$ cat src/dtbi_pkg.sv
`default_nettype none
package dtbi_pkg;

	localparam int CfgW = 23;
	localparam int CfgIdxW = 3;

	typedef enum logic [2:0] {
		CFG_DPR = 3'd0,
		CFG_LOW = 3'd1,
		CFG_HIGH_A = 3'd2,
		CFG_HIGH_S = 3'd3,
		CFG_TOP_A = 3'd4,
		CFG_TOP_S = 3'd5
	} cfg_idx_t;

	typedef enum logic [1:0] {
		ST_OK = 2'd0,
		ST_CLAMP = 2'd1,
		ST_LOAD = 2'd2
	} status_t;

	localparam logic [3:0] FirstSideTable = 4'd9;

	// sequencer states
	typedef enum logic [4:0] {
		S_IDLE,
		S_DEG,
		S_SRCH_RD,
		S_SRCH_CMP,
		S_RD_X1,
		S_RD_X2,
		S_MSRCH_RD,
		S_MSRCH_CMP,
		S_RD_MX1,
		S_RD_MX2,
		S_RD_Y1,
		S_RD_Y2,
		S_LIN_GO,
		S_LIN_WAIT,
		S_OUT
	} state_t;

	// which interpolation of a query is running
	typedef enum logic [1:0] {
		LS_M1,
		LS_M2,
		LS_FIN
	} lin_stage_t;

	// shared interpolation unit request
	typedef struct packed {
		logic start;
		logic signed [32:0] x1;
		logic signed [32:0] x2;
		logic signed [32:0] y1;
		logic signed [32:0] y2;
		logic signed [32:0] x;
	} lin_req_t;

	typedef struct packed {
		logic busy;
		logic done;
		logic signed [31:0] result;
	} lin_rsp_t;

endpackage
`default_nettype wire

$ cat src/dtbi_lin.sv
`default_nettype none
// One linear interpolation: multiply, then restoring divide one bit per cycle.
module dtbi_lin
	import dtbi_pkg::*;
(
	input  wire logic     clk,
	input  wire logic     arst_n,
	input  wire lin_req_t req,
	output lin_rsp_t      rsp
);

	localparam int QW = 66;

	typedef enum logic [1:0] {L_IDLE, L_MUL, L_DIV, L_FIN} lst_t;

	lst_t              st_q;
	logic [32:0]       ady_q, adx_q, span_q;
	logic              neg_q;
	logic              zero_q;
	logic signed [32:0] y1_q;
	logic [QW-1:0]     num_q;
	logic [33:0]       rem_q;
	logic [6:0]        cnt_q;
	logic signed [31:0] res_d;

	logic signed [33:0] dy, dx, sp;
	logic [33:0]       trial;
	logic signed [35:0] sum;
	logic              big;

	function automatic logic [32:0] mag34(input logic signed [33:0] v);
		logic [33:0] m;
		m = v[33] ? -v : v;
		return m[32:0];
	endfunction

	assign dy = 34'(req.y2) - 34'(req.y1);
	assign dx = 34'(req.x) - 34'(req.x1);
	assign sp = 34'(req.x2) - 34'(req.x1);
	assign trial = {rem_q[32:0], num_q[QW-1]} - {1'b0, span_q};
	assign big = (num_q > 66'h200000000);
	assign sum = neg_q ? 36'(y1_q) - 36'(signed'({1'b0, num_q[34:0]}))
		: 36'(y1_q) + 36'(signed'({1'b0, num_q[34:0]}));

	always_ff @(posedge clk or negedge arst_n) begin
		if (!arst_n) begin
			st_q <= L_IDLE;
			cnt_q <= '0;
		end else begin
			case (st_q)
				L_IDLE: if (req.start) st_q <= L_MUL;
				L_MUL: begin
					st_q <= L_DIV;
					cnt_q <= 7'(QW);
				end
				L_DIV: begin
					cnt_q <= cnt_q - 7'd1;
					if (cnt_q == 7'd1) st_q <= L_FIN;
				end
				L_FIN: st_q <= L_IDLE;
				default: st_q <= L_IDLE;
			endcase
		end
	end

	// datapath
	always_ff @(posedge clk) begin
		case (st_q)
			L_IDLE: begin
				ady_q <= mag34(dy);
				adx_q <= mag34(dx);
				span_q <= mag34(sp);
				zero_q <= (sp == '0);
				neg_q <= (dy[33] != dx[33]) != sp[33];
				y1_q <= req.y1;
			end
			L_MUL: begin
				num_q <= QW'(ady_q) * QW'(adx_q);
				rem_q <= '0;
			end
			L_DIV: begin
				if (!trial[33]) begin
					rem_q <= trial;
					num_q <= {num_q[QW-2:0], 1'b1};
				end else begin
					rem_q <= {rem_q[32:0], num_q[QW-1]};
					num_q <= {num_q[QW-2:0], 1'b0};
				end
			end
			default: ;
		endcase
	end

	// final sum with saturation, valid while done is high
	always_comb begin
		if (zero_q) res_d = '0;
		else if (big || sum > 36'sd2147483647)
			res_d = (big && neg_q) ? 32'sh80000000 : 32'sh7fffffff;
		else if (sum < -36'sd2147483648) res_d = 32'sh80000000;
		else res_d = sum[31:0];
	end

	assign rsp.busy = (st_q != L_IDLE);
	assign rsp.done = (st_q == L_FIN);
	assign rsp.result = res_d;

	ast_done_clear: assert property (@(posedge clk) disable iff (!arst_n)
		rsp.done |=> !rsp.busy) else $error("lin done not followed by idle");
	ast_start: assert property (@(posedge clk) disable iff (!arst_n)
		(req.start && !rsp.busy) |=> rsp.busy) else $error("lin did not start");
	ast_cnt: assert property (@(posedge clk) disable iff (!arst_n)
		(st_q == L_DIV) |-> (cnt_q != 7'd0)) else $error("div count underflow");

endmodule
`default_nettype wire

$ cat config.mk
export PLATFORM = sky130hd
export DESIGN_NAME = dtbi_lin
export DESIGN_NICKNAME = d
export VERILOG_FILES = /design/src/dtbi_pkg.sv /design/src/dtbi_lin.sv
export SDC_FILE = /design/constraint.sdc
export NUM_CORES = 2
export LEC_CHECK = 0
export BUFFER_PORTS_ARGS = -buffer_cell sky130_fd_sc_hd__clkbuf_2
export CAP_MARGIN = 20
export CORE_AREA = 2 2 302 304
export DETAILED_ROUTE_END_ITERATION = 7
export DIE_AREA = 0 0 304 306
export GPL_ROUTABILITY_DRIVEN = 0
export PLACE_DENSITY = 0.81
export SKIP_CTS_REPAIR_TIMING = 1
export SLEW_MARGIN = 15
export SYNTH_ARGS = -nofsm -noshare
export SYNTH_HDL_FRONTEND = slang
export SYNTH_SLANG_ARGS = --single-unit
$ cat constraint.sdc
create_clock -name clk -period 9.5 [get_ports clk]
set_input_delay 0.95 -clock clk [delete_from_list [all_inputs] [get_ports clk]]
set_output_delay 0.95 -clock clk [all_outputs]
set_load 0.02 [all_outputs]
==> flow_metrics.tcl <==
set metrics [dict create \
    status "finished clean" \
    portBuffers 201 \
    slowest_stage "edfxtp_1" \
    setup_violations 0 \
    cp_max_fo 25 \
    tns_ps 0 \
    avgSynthCellArea_um2 8.84 \
    htreeDepth 1 \
    grt_pass1_vias 47900 \
    ys.flop_type "edfxtp_1" \
    synth_top_area_frac 0.338 \
    hp-class "in2async" \
    critPathTopFamily "adder cells" \
    cts-root-buf "clkbuf_16" \
    nets 8053 \
    slew_headroom 0.246 \
    cts.sinks 242 \
    vias_per_cell 5.98 \
    ant_nets 0 \
    grt_use_total 0.329 \
    synth_seq_cells 242 \
    die_area_um2 93000 \
    drt_iter0_drc 4327 \
    cp_common_cell "fa_1" \
    worstMarginPinSlew_ps 1130 \
    std_cell_rows 110 \
    multi_input_area_um2 44100 \
    fin_crit_ps 9180 \
    drive_above_1_share 0.0618 \
    dr.pass1.iters 7 \
    worst-setup-path-type "reg2reg" \
    tritoncts "done" \
    cp-end-kind "register" \
    wl_met2_um 71900 \
    wl_per_cell_um 19.5 \
    netlist_area_um2 57000 \
    layout.core_utilization 0.671 \
    r2r-end "num_q[59]" \
    synthTopCellsByArea "fa_1, edfxtp_1, ha_1" \
    dr_total_vias 45900 \
    grt_pass1_wl_um 247000 \
    grt_max_degree 76 \
    rr_startpoint "adx_q[9]" \
    synthArstFlopShare 0.0372 \
    drv_slew 0 \
    skew_ps 75.9 \
    cts.clk_slew.worst_paths_ps 70 \
    die_h_um 306 \
    io_pins 202 \
    cp-startpoint "adx_q[9]" \
    yosys.area.top_type "fa_1" \
    met1Wirelength_um 57500 \
    nFillCells 6989 \
    wl_met3_um 13900 \
    regToRegSetupSlack_ps 320 \
    synth-edff-count 233 \
    drv_cap 0 \
    clk_path_buf_depth 3 \
    final.period_utilization 0.966 \
    rsz0062_at_grt "no" \
    diodes 0 \
    die_width_um 304 \
    coreArea_um2 89600 \
    top_layer "met5" \
    reg2reg_depth 27 \
    syn_inst 6453 \
    grt.overflow.total 0 \
    ys_seq_area_frac 0.127 \
    yosysMostFrequentCell "inv_1" \
    syn-num-nets 8026 \
    synth_cell_types 101 \
    clkLatencyLatePin_ps 620 \
    ys_warn_count 0 \
    timing.fmax_mhz 109 \
    startpoint_type "register" \
    start_util 0.637 \
    synthTopCellsByCount "inv_1, fa_1, nand2_1" \
    required_ps 9840 \
    hold_violations 0 \
    worstPathArrival_ps 9520 \
    area.sequential_um2 7220 \
    routed_wl_um 150000 \
    synthToLayoutAreaGrowth_pct 5.35 \
    cts_made_buffers 28 \
    slowest_delay_ps 1020 \
    place_hpwl_um 123000 \
    crit_buf_inv 7 \
    drc_errors 0 \
    antenna_found_initial 3 \
]
-- metal layers --
layer,GRT usage,up-vias
met4,0.130,4
met1,0.422,22700
li1,-,20600
met3,0.0584,431
met5,0,-
met2,0.555,2294
-- logic make-up after synthesis --
group / count (synthesis) / synth area share
AND/OR/NAND/NOR: 1954 / 0.173
multiplexers: 20 / 0.00369
XOR/XNOR: 289 / 0.0444
AO/OA/AOI/OAI: 1011 / 0.116
adder cells (fa/ha/maj): 1405 / 0.435
flip-flops: 242 / 0.127
buffers and inverters: 1532 / 0.101
-- layout make-up --
cell class	count	area share
flip-flops and latches	242	0.120
multi-input cells	4679	0.734
clock buffers	33	0.0120
repair buffers	295	0.0299
inverters	1234	0.0771
well taps	1176	0.0245
clock inverters	18	0.00262
-- metrics by stage --
| stage | area, um2 | hold WS, ps | cells | setup slack [ps] |
|---|---|---|---|---|
| after CTS | 60000 | 157 | 7671 | 528 |
| final | 60100 | 170 | 7677 | 319 |
| after floorplan | 57000 | 500 | 6453 | 1720 |
| after global placement | 59100 | 519 | 7620 | 728 |
| after detailed placement | 59100 | 533 | 7620 | 571 |
| after global routing | 60100 | 182 | 7677 | 30.4 |
-- sequential cells by signal, indices dropped and copies added (netlist names), 2 cells and up --
name and cells:
span_q 33, adx_q 33, num_q 66, y1_q 33
st_q 2, cnt_q 7, ady_q 33, rem_q 33
-- cells in the final DEF, fill, tap and decap left out, types with 28 or more instances in the layout --
| master | n |
|---|---|
| o31ai_1 | 47 |
| a21o_1 | 136 |
| o21a_1 | 49 |
| xor2_1 | 99 |
| nand2_1 | 766 |
| a211oi_1 | 31 |
| clkbuf_2 | 201 |
| o21bai_1 | 29 |
| nor2_1 | 160 |
| buf_4 | 86 |
| and2_1 | 577 |
| nor2b_1 | 42 |
| nand3_1 | 91 |
| a21oi_1 | 235 |
| inv_1 | 1233 |
| o21ai_0 | 235 |
| clkbuf_16 | 28 |
| xnor2_1 | 190 |
| nor3_1 | 76 |
| nand2b_1 | 38 |
| a31oi_1 | 46 |
| and3_1 | 45 |
| edfxtp_1 | 233 |
| nand4_1 | 30 |
| fa_1 | 963 |
| ha_1 | 440 |
-- worst max path at each step --
stage	slack, ps	to	depth (start not counted)
final	320	num_q[59]	27
after global routing	30	num_q[59]	26
after CTS	530	num_q[59]	26
after detailed placement	570	num_q[59]	26
after global placement	730	num_q[59]	26
after floorplan	1720	num_q[65]	28
Power is not shown: default switching activity piles up to over one toggle a cycle in this logic, so the estimate is an artifact.
